<file path="config.mk">
export PLATFORM = sky130hd
export DESIGN_NAME = nffe_mul
export DESIGN_NICKNAME = d
export VERILOG_FILES = /design/src/design/nffe_pkg.sv /design/src/design/nffe_mul.sv
export SDC_FILE = /design/constraint.sdc
export NUM_CORES = 1
export LEC_CHECK = 0
export BUFFER_PORTS_ARGS = -buffer_cell sky130_fd_sc_hd__buf_2
export CELL_PAD_IN_SITES_DETAIL_PLACEMENT = 0
export CELL_PAD_IN_SITES_GLOBAL_PLACEMENT = 1
export CORE_MARGIN = 4
export CORE_UTILIZATION = 45
export CTS_BUF_LIST = sky130_fd_sc_hd__clkbuf_2 sky130_fd_sc_hd__clkbuf_4 sky130_fd_sc_hd__clkbuf_8
export DETAILED_ROUTE_END_ITERATION = 7
export PLACE_DENSITY = 0.79
export SYNTH_ARGS = -nofsm -noshare
export SYNTH_HDL_FRONTEND = slang
export SYNTH_SLANG_ARGS = --single-unit
</file>
<file path="constraint.sdc">
create_clock -name clk -period 1.82 [get_ports clk]
set_input_delay 0.273 -clock clk [delete_from_list [all_inputs] [get_ports clk]]
set_output_delay 0.273 -clock clk [all_outputs]
set_load 0.02 [all_outputs]
</file>
<file path="src/design/nffe_pkg.sv">
`timescale 1ns / 1ps

package nffe_pkg;

	// Field and register widths
	localparam int OUT_W              = 48;
	localparam int OUT_FRAC_BITS_DEF  = 40;
	localparam int Q2_BITS_DEF        = 32;
	localparam int OP_W               = 3;
	localparam int DMASS_W            = 20;
	localparam int MOM_W              = 32;
	localparam int MASS_W             = 20;
	localparam int MSQ_W              = 24;
	localparam int CFG_DATA_W         = 32;
	localparam int CFG_IDX_W          = 3;

	// Fixed-point scaling
	localparam int MOM_FRAC           = 28;
	localparam int MASS_FRAC          = 8;
	localparam int Q2_SHIFT           = 2 * MASS_FRAC;

	// Multiplier digit width (one digit of the second operand per stage)
	localparam int DIGIT_W            = 16;

	typedef logic [OP_W-1:0] op_t;

	localparam op_t OP_F1N = 3'd0;
	localparam op_t OP_F1P = 3'd1;
	localparam op_t OP_F2N = 3'd2;
	localparam op_t OP_F2P = 3'd3;
	localparam op_t OP_FS  = 3'd4;
	localparam op_t OP_FA  = 3'd5;
	localparam op_t OP_FP  = 3'd6;
	localparam op_t OP_FT  = 3'd7;

	typedef logic [CFG_IDX_W-1:0] cfg_idx_t;

	localparam cfg_idx_t REG_FLAT_MODE  = 3'd0;
	localparam cfg_idx_t REG_NEUTRON_MU = 3'd1;
	localparam cfg_idx_t REG_PROTON_MU  = 3'd2;
	localparam cfg_idx_t REG_AXIAL_GA   = 3'd3;
	localparam cfg_idx_t REG_NUC_MASS   = 3'd4;
	localparam cfg_idx_t REG_NUC_MASS_SQ = 3'd5;
	localparam cfg_idx_t REG_PION_MASS  = 3'd6;

	function automatic int max2(input int a, input int b);
		return (a > b) ? a : b;
	endfunction

endpackage

</file>
<file path="src/design/nffe_mul.sv">
`timescale 1ns / 1ps

// Two-lane pipelined multiplier: one DG-bit digit of the second operand per stage.
module nffe_mul #(
	parameter int WA     = 8,
	parameter int WB     = 8,
	parameter int SIDE_W = 1,
	parameter int DG     = nffe_pkg::DIGIT_W
) (
	input  logic              clk,
	input  logic              arst_n,
	input  logic              src_valid,
	output logic              src_stall,
	input  logic [WA-1:0]     x_a,
	input  logic [WB-1:0]     x_b,
	input  logic [WA-1:0]     y_a,
	input  logic [WB-1:0]     y_b,
	input  logic [SIDE_W-1:0] src_side,
	output logic              dst_valid,
	input  logic              dst_stall,
	output logic [WA+WB-1:0]  x_p,
	output logic [WA+WB-1:0]  y_p,
	output logic [SIDE_W-1:0] dst_side
);

	localparam int NS  = (WB + DG - 1) / DG;
	localparam int BPW = NS * DG;
	localparam int PW  = WA + WB;

	logic              v_s    [NS];
	logic [WA-1:0]     xa_s   [NS];
	logic [WA-1:0]     ya_s   [NS];
	logic [BPW-1:0]    xb_s   [NS];
	logic [BPW-1:0]    yb_s   [NS];
	logic [PW-1:0]     xp_s   [NS];
	logic [PW-1:0]     yp_s   [NS];
	logic [SIDE_W-1:0] side_s [NS];
	logic [NS:0]       en;

	// Advance a stage when it is empty or the next one advances
	assign en[NS] = !dst_stall;

	for (genvar k = 0; k < NS; k++) begin : g_stage
		logic              v_in;
		logic [WA-1:0]     xa_in;
		logic [WA-1:0]     ya_in;
		logic [BPW-1:0]    xb_in;
		logic [BPW-1:0]    yb_in;
		logic [PW-1:0]     xp_in;
		logic [PW-1:0]     yp_in;
		logic [SIDE_W-1:0] sd_in;
		logic [WA+DG-1:0]  xm;
		logic [WA+DG-1:0]  ym;

		assign en[k] = !v_s[k] || en[k+1];

		if (k == 0) begin : g_first
			assign v_in  = src_valid;
			assign xa_in = x_a;
			assign ya_in = y_a;
			assign xb_in = BPW'(x_b);
			assign yb_in = BPW'(y_b);
			assign xp_in = '0;
			assign yp_in = '0;
			assign sd_in = src_side;
		end else begin : g_next
			assign v_in  = v_s[k-1];
			assign xa_in = xa_s[k-1];
			assign ya_in = ya_s[k-1];
			assign xb_in = xb_s[k-1];
			assign yb_in = yb_s[k-1];
			assign xp_in = xp_s[k-1];
			assign yp_in = yp_s[k-1];
			assign sd_in = side_s[k-1];
		end

		// Partial product of this digit
		assign xm = xa_in * xb_in[k*DG +: DG];
		assign ym = ya_in * yb_in[k*DG +: DG];

		always_ff @(posedge clk or negedge arst_n) begin
			if (!arst_n) begin
				v_s[k] <= 1'b0;
			end else if (en[k]) begin
				v_s[k] <= v_in;
			end
		end

		// Accumulate the shifted partial product
		always_ff @(posedge clk) begin
			if (en[k]) begin
				xa_s[k]   <= xa_in;
				ya_s[k]   <= ya_in;
				xb_s[k]   <= xb_in;
				yb_s[k]   <= yb_in;
				xp_s[k]   <= xp_in + (PW'(xm) << (k * DG));
				yp_s[k]   <= yp_in + (PW'(ym) << (k * DG));
				side_s[k] <= sd_in;
			end
		end
	end

	assign src_stall = !en[0];
	assign dst_valid = v_s[NS-1];
	assign x_p       = xp_s[NS-1];
	assign y_p       = yp_s[NS-1];
	assign dst_side  = side_s[NS-1];

endmodule

</file>
* After elaboration in Yosys (flattened, before gate mapping)
Memories as Yosys holds them, arrays and structs flattened. Cells that the tools add are included.
Storage, ports and cells: logic and storage cells 12, register bits 1, bits in latches 0, bits in writable memories 33, memories kept 3, ROM bits 0, output and inout bits 35
Memories:
- xp_s | depth 1, bits a word 16, read ports 1, clocked after memory_dff 0, wr ports 1, line nffe_mul.sv:35 | logic [PW-1:0] xp_s [NS];
- yp_s | depth 1, bits a word 16, read ports 1, clocked after memory_dff 0, wr ports 1, line nffe_mul.sv:36 | logic [PW-1:0] yp_s [NS];
- side_s | depth 1, bits a word 1, read ports 1, clocked after memory_dff 0, wr ports 1, line nffe_mul.sv:37 | logic [SIDE_W-1:0] side_s [NS];
Operators by class: div/mod/pow operators 0, multiplexer cells 2, $mul 2, equality and inequality tests 0, shifts and indexed selects 0, order comparisons 0, reductions and logical operators 4, bitwise operators 0, $add $sub $neg 0
Operators with widths (number):
- multiplier 8 x 8 -> 16 bit | 2
- logical NOT 1 bit | 3
- two-way mux 1 bit | 2
- logical OR 1 bit | 1

* Logic depth before layout (Yosys ltp)
Gate-level depths: netlist of run 1.
depth after elaboration 4, mapped depth 16

* Worst setup path after synthesis of run 1
No wires, ideal clock.
path type input -> register, from in y_b[4], to mem yp_s[0][15] (netlist bit), data pin, setup time 0.266 ns, required time 1.554 ns, slack -2.156 ns, stages 13, path buffers 0, arrival time 3.710 ns, cell sequence and2_1 fa_1 fa_1 fa_1 inv_1 fa_1 inv_1 ha_1 a211o_1 o21ai_1 a31oi_1 nor4_1 nor3_1
On the way: cells in the longest elaborated chain, start to end 1
RTL lines:
- start, declared | line nffe_mul.sv:17 | input logic [WB-1:0] y_b,
- multiplier 8 x 8 -> 16 bit | line nffe_mul.sv:79 | assign ym = ya_in * yb_in[k*DG +: DG];
- net g_stage[0].ym[15] | line nffe_mul.sv:53 | logic [WA+DG-1:0] ym;
- end, declared | line nffe_mul.sv:36
The timed path passes the listed nets, and every way through them passes these cells.

* Worst setup path in the final report of run 1
from in y_b[6], to mem yp_s[0][15] (netlist bit), data pin
The elaborated chain is that of the path after synthesis.

==> reports/summary.txt, run 1 <==
Yosys warnings: 0
drt first pass iters: 4
count of pins over their slew limit: 0
GP Congestion: 0.866
most common flop cell mapped by yosys: edfxtp_1
Worst path max stage delay: 0.57 ns
most frequent cell after synthesis: inv_1
status: finished with violations
fraction of final layout cells sized beyond drive strength 1: 49.1%
H-tree depth: 2
CTS Buffer Depth: 2
vias in the first global route: 4567
P_sw: 0.00416 W
share of synthesized registers carrying an async set or reset: 2.94%
syn nets: 710
Vert. Die Dim: 116 um
Compound-Gate Fraction of Synth Area: 5.76%
CP cell instances: buf_8 -> and2_4 -> fa_1 -> fa_1 -> fa_1 -> inv_1 -> fa_1 -> inv_2 -> ha_4 -> or2_4 -> nor2b_4 -> o21ai_4 -> a31oi_4 -> and4_1 -> nor3_1
max_slew headroom: 70.9%
Die X: 116 um
Lkg Pwr: 3.97 nW
nets: 920
initial drt markers: 145
port bufs: 71
Mapped Area: 5240 um^2
diode count: 0
clock skew: 0.00971 ns
clk root buf: clkbuf_8
worst skew pair latency: 0.30 ns
Final ANT Viol Nets: 0
most used cell, CP: fa_1
Routed WL per cell: 14.6 um
vias per cell: 4.90
Final Power: 0.00976 W
clock network fraction of design power: 5.8%
Num CTS Buffers: 5
max cap viols: 0
synthesized instance count: 529
Core Footprint: 11400 um^2
Sw Share: 42.6%
Comb pwr share: 79.5%
XOR/XNOR share of the synthesized area: 3.51%
TritonCTS clock tree: done
largest net degree at the start of global routing: 23
maximum VDD drop: 0.862 mV
synth cell count leaders: inv_1, and2_1, fa_1, ha_1, nand2_1
total congestion overflow: 0
Seq cells post-synth: 34
crit path launch type: input pin
share of the synthesized area in the top cell type: 27.5%
IO Pins: 72
total track usage: 18.8%
critical path's top delay family: adder cells
dpl ws: -2.32 ns
Synth cell types: 42
multiplexer area fraction after synthesis: 0%
Hold WS: 0.157 ns
CP Class: input pin to flop
Clock transition at path regs: 0.07 ns
Worst Path Buf+Inv: 3
utilization after layout: 70.3%
crit path DAT: 3.79 ns
Sink Count: 34
crit path time final: 3.76 ns
first-pass GRT wire length: 20.6 mm
most area-hungry cell type in the Yosys netlist: fa_1
post-synthesis adder-cell area fraction: 44.7%
Die Area: 13400 um^2
RSZ-0062 raised after global routing: true
Worst path slowest cell: fa_1
worst path required time: 1.85 ns
Initial Utilization: 45.9%
worst min path class: input pin to flop
slew of the pin with the lowest slew margin: 0.425 ns
# setup viols final: 26
Post-Route WL: 12.9 mm
period utilization: 207%
Power Dens Cells: 1220 nW/um^2
Setup Total Neg Slack: -37.61 ns
Worst Slack Setup Final: -1.94 ns
Synth area leaders: fa_1, edfxtp_1, ha_1
crit path max fanout: 3
Simple-Gate Fraction of Synth Area: 18.9%
detailed-placement wirelength estimate: 9.66 mm
Setup crit end kind: flop
initial antenna violation count: 0
failing checks: setup timing
via count: 4327
cell internal pwr: 0.00560 W
Hold Violations, Final: 0
Max Fclk: 0.266 GHz
Seq pwr share: 14.8%
DRC: 0
sequential area share after synthesis: 19.4%
EDFF count, synth: 33
syn_area_per_cell: 9.90 um^2
largest family of logic cells by synthesized area: adder cells
row cnt: 39
area growth from synthesis to layout: 53.3%
==> sequential cells by signal, summed over array words and instances, names as in the netlist <==
| register | cells |
|---|---|
| dst_valid | 1 |
| xp_s | 16 |
| yp_s | 16 |
| side_s | 1 |
==> metrics by stage <==
stage,cells,instance area (um^2)
after global placement,852,6910
after detailed placement,852,6910
after floorplan,529,5520
after global routing,883,8030
final,883,8030
after CTS,872,7620
==> cell type report <==
type	count	area, um^2
Inverter	105	394
Clock inverter	3	16.3
Timing Repair Buffer	205	1760
Tap cell	143	179
Sequential cell	34	1020
Fill cell	802	3390
Clock buffer	5	68.8
Multi-Input combinational cell	388	4600
==> worst register-to-register path, cell delays in order (launching register included) <==
cell and delay (ns):
dfrtp_1 0.37, nand2_1 0.09, buf_4 0.32
==> cells by family (layout without fill, tap and decap cells) <==
group                      count (synthesis)  after routing
AOI/OAI and AO/OA                         46             46
xor gates and xnor gates                  21             21
adders and majority gates                144            144
buffers and inverters                    107            318
DFF                                       34             34
and+or+nand+nor                          177            177
==> timing repair <==
| action | in CTS | in global routing |
|---|---|---|
| setup endpoints to repair | 26 | 26 |
| hold endpoints to repair | 1 | 0 |
| hold buffers | 1 | 0 |
| pin swaps | 80 | 56 |
| gates resized for setup | 140 | 74 |
| setup buffers | 13 | 12 |
==> power by group through the flow <==
stage / Combinational, W / Sequential (W) / Clock [W]
floorplan: 0.00326 / 0.00182 / 0
global placement: 0.00560 / 0.00146 / 0
detailed placement: 0.00570 / 0.00146 / 0
CTS: 0.00676 / 0.00144 / 0.000571
global route: 0.00847 / 0.00146 / 0.000604
finish: 0.00776 / 0.00144 / 0.000564
==> placed cells by master, fill, tap and decap left out, types with 3 or more instances in the layout <==
cell type,netlist,layout
nand2_2,0,8
nand2_4,0,7
buf_2,0,47
nor4_2,0,3
buf_8,0,12
o21ai_4,0,3
and2_4,0,34
xnor2_1,16,8
a21oi_2,1,6
fa_2,0,9
a21oi_4,0,5
xor2_1,5,4
fa_1,72,63
inv_2,0,22
buf_12,0,4
ha_4,0,18
o21ai_2,1,5
nor2_1,9,7
ha_1,72,53
a21o_1,3,3
o21ai_0,4,3
clkbuf_8,0,5
edfxtp_1,33,33
and2_1,103,69
nand2_1,38,23
inv_1,105,83
buf_4,0,90
xnor2_2,0,7
buf_6,0,51
==> routing by layer <==
metal / global-route usage, % / vias to the layer above / wire [um]
li1: - / 2101 / -
met2: 33.0 / 71 / 6710
met1: 25.2 / 2142 / 5560
met5: 0 / - / 0
met3: 2.98 / 13 / 445
met4: 2.94 / 0 / 138
==> path summary, 6_finish.rpt <==
kind	slack [ns]	endpoint	depth (start not counted)	startpoint
setup / recovery	-1.94	yp_s[0][15]	15	y_b[6]
hold / removal	0.16	side_s[0]	1	src_side
setup reg to reg	0.69	xp_s[0][13]	2	dst_valid
hold reg to reg	0.79	xp_s[0][8]	2	dst_valid
max in group asynchronous	1.45	dst_valid	2	arst_n
min in group asynchronous	0.29	dst_valid	2	arst_n
No activity file was read; power rests on OpenSTA's default activity.
==> inputs of run 2 (changes only) <==
CORE_UTILIZATION = 47   (was 45)
PLACE_DENSITY = 0.82   (was 0.79)
==> reports/summary.txt, run 2 (synthesis gave the netlist of run 1 again) <==
crit path DAT: 3.89 ns
IO Pins: 72
row cnt: 38
Final ANT Viol Nets: 0
nets: 901
Die Area: 12900 um^2
worst reg2reg path depth: 3
initial antenna violation count: 0
count of pins over their slew limit: 0
total congestion overflow: 0
clock skew: 0.00307 ns
DRC: 0
Lkg Pwr: 3.87 nW
CP cell instances: buf_8 -> and2_4 -> fa_1 -> fa_1 -> fa_1 -> inv_1 -> fa_1 -> inv_2 -> ha_4 -> or3_4 -> o21ai_4 -> or4b_4 -> o311ai_4
Setup crit start: x_b[4]
CTS Buffer Depth: 2
most used cell, CP: fa_1
Worst path slowest cell: fa_1
detailed-placement wirelength estimate: 9.57 mm
H-tree depth: 2
crit path capture: xp_s[0][13]
Sink Count: 34
drt first pass iters: 4
Hold Violations, Final: 0
worst min path class: input pin to flop
Final Power: 0.00965 W
Reg2Reg Capture Point: xp_s[0][15]
GP Congestion: 0.899
vias per cell: 4.94
period utilization: 207%
port bufs: 71
status: finished with violations
worst skew pair latency: 0.29 ns
failing checks: setup timing
Max Fclk: 0.265 GHz
largest net degree at the start of global routing: 29
Power Dens Cells: 1220 nW/um^2
RSZ-0062 raised after global routing: true
worst reg2reg setup slack: 0.54 ns
Vert. Die Dim: 114 um
Routed WL per cell: 14.4 um
Clock transition at path regs: 0.07 ns
crit path launch type: input pin
TritonCTS clock tree: done
max cap viols: 0
Worst path max stage delay: 0.51 ns
area taken by multi-input logic gates: 4660 um^2
first-pass GRT wire length: 20.4 mm
vias in the first global route: 4466
Post-Route WL: 12.4 mm
max_slew headroom: 52.7%
Setup crit end kind: flop
most frequent cells in the layout: inv_1, buf_4, fa_1, and2_1, buf_6
Die X: 114 um
slew of the pin with the lowest slew margin: 0.707 ns
dpl ws: -2.32 ns
top flop regs: xp_s: 16 flops, yp_s: 16 flops
CP Class: input pin to flop
maximum VDD drop: 0.849 mV
diode count: 0
Sequential Area: 1020 um^2
crit path time final: 3.78 ns
fill count: 774
total track usage: 19.2%
Worst Slack Setup Final: -1.96 ns
crit path max fanout: 5
fraction of final layout cells sized beyond drive strength 1: 48.3%
launching point of the worst reg2reg path: dst_valid
worst path required time: 1.94 ns
via count: 4250
clk root buf: clkbuf_8
area growth from synthesis to layout: 51.0%
Num CTS Buffers: 5
# setup viols final: 26
Initial Utilization: 48.1%
utilization after layout: 72.6%
Core Footprint: 10900 um^2
initial drt markers: 90
most common cell after layout, fill and taps aside: inv_1
==> run 2: where the power goes <==
group          internal [W]  switching, W
sequential          0.00135      0.000101
combinational       0.00387       0.00377
clock              0.000262      0.000292
==> run 2: final cells by class <==
type	instances	share of cell area (%)
multi-input combinational	388	59.0
timing repair buffer	186	19.9
clock buffer	5	0.870
inverter	105	4.98
tap	140	2.22
sequential	34	12.8
clock inverter	3	0.206
==> run 2: what timing repair did <==
action                                 4_1_cts  5_1_grt
resized for setup                          123       92
buffers inserted                             9        7
pin swaps                                   55       52
endpoints found under the hold margin        1        0
setup endpoints to repair                   26       26
hold buffers                                 1        0
==> run 2: worst max-delay path, delay by kind of cell <==
kind | cells | cell delay, ns
buffers and inverters | 3 | 0.21
adders and majority gates | 5 | 2.18
AOI/OAI and AO/OA | 2 | 0.25
and+or+nand+nor | 3 | 0.98
==> run 2: through the flow <==
step | TNS [ns] | hold slack, ns | cell area [um^2] | cells
after floorplan | -35.45 | -0.0226 | 5520 | 529
after global placement | -45.39 | 0.0481 | 6810 | 837
after detailed placement | -46.21 | 0.0534 | 6810 | 837
after CTS | -36.47 | 0.150 | 7400 | 854
after global routing | -39.04 | 0.143 | 7910 | 861
final | -36.69 | 0.152 | 7910 | 861
==> run 2: per-layer routing <==
metal / vias up / routed length [um] / GRT usage, %
li1: 2069 / - / -
met1: 2095 / 5410 / 27.1
met2: 70 / 6360 / 32.0
met3: 16 / 481 / 2.76
met4: 0 / 165 / 3.21
met5: - / 0 / 0
==> run 2: worst min path at each step <==
stage,start,endpoint,slack [ns],cells after the start
after detailed placement,arst_n,dst_valid,0.05,1
after global placement,arst_n,dst_valid,0.05,1
after global routing,src_side,side_s[0],0.14,1
after floorplan,arst_n,dst_valid,-0.02,0
final,src_side,side_s[0],0.15,1
after CTS,src_side,side_s[0],0.15,1
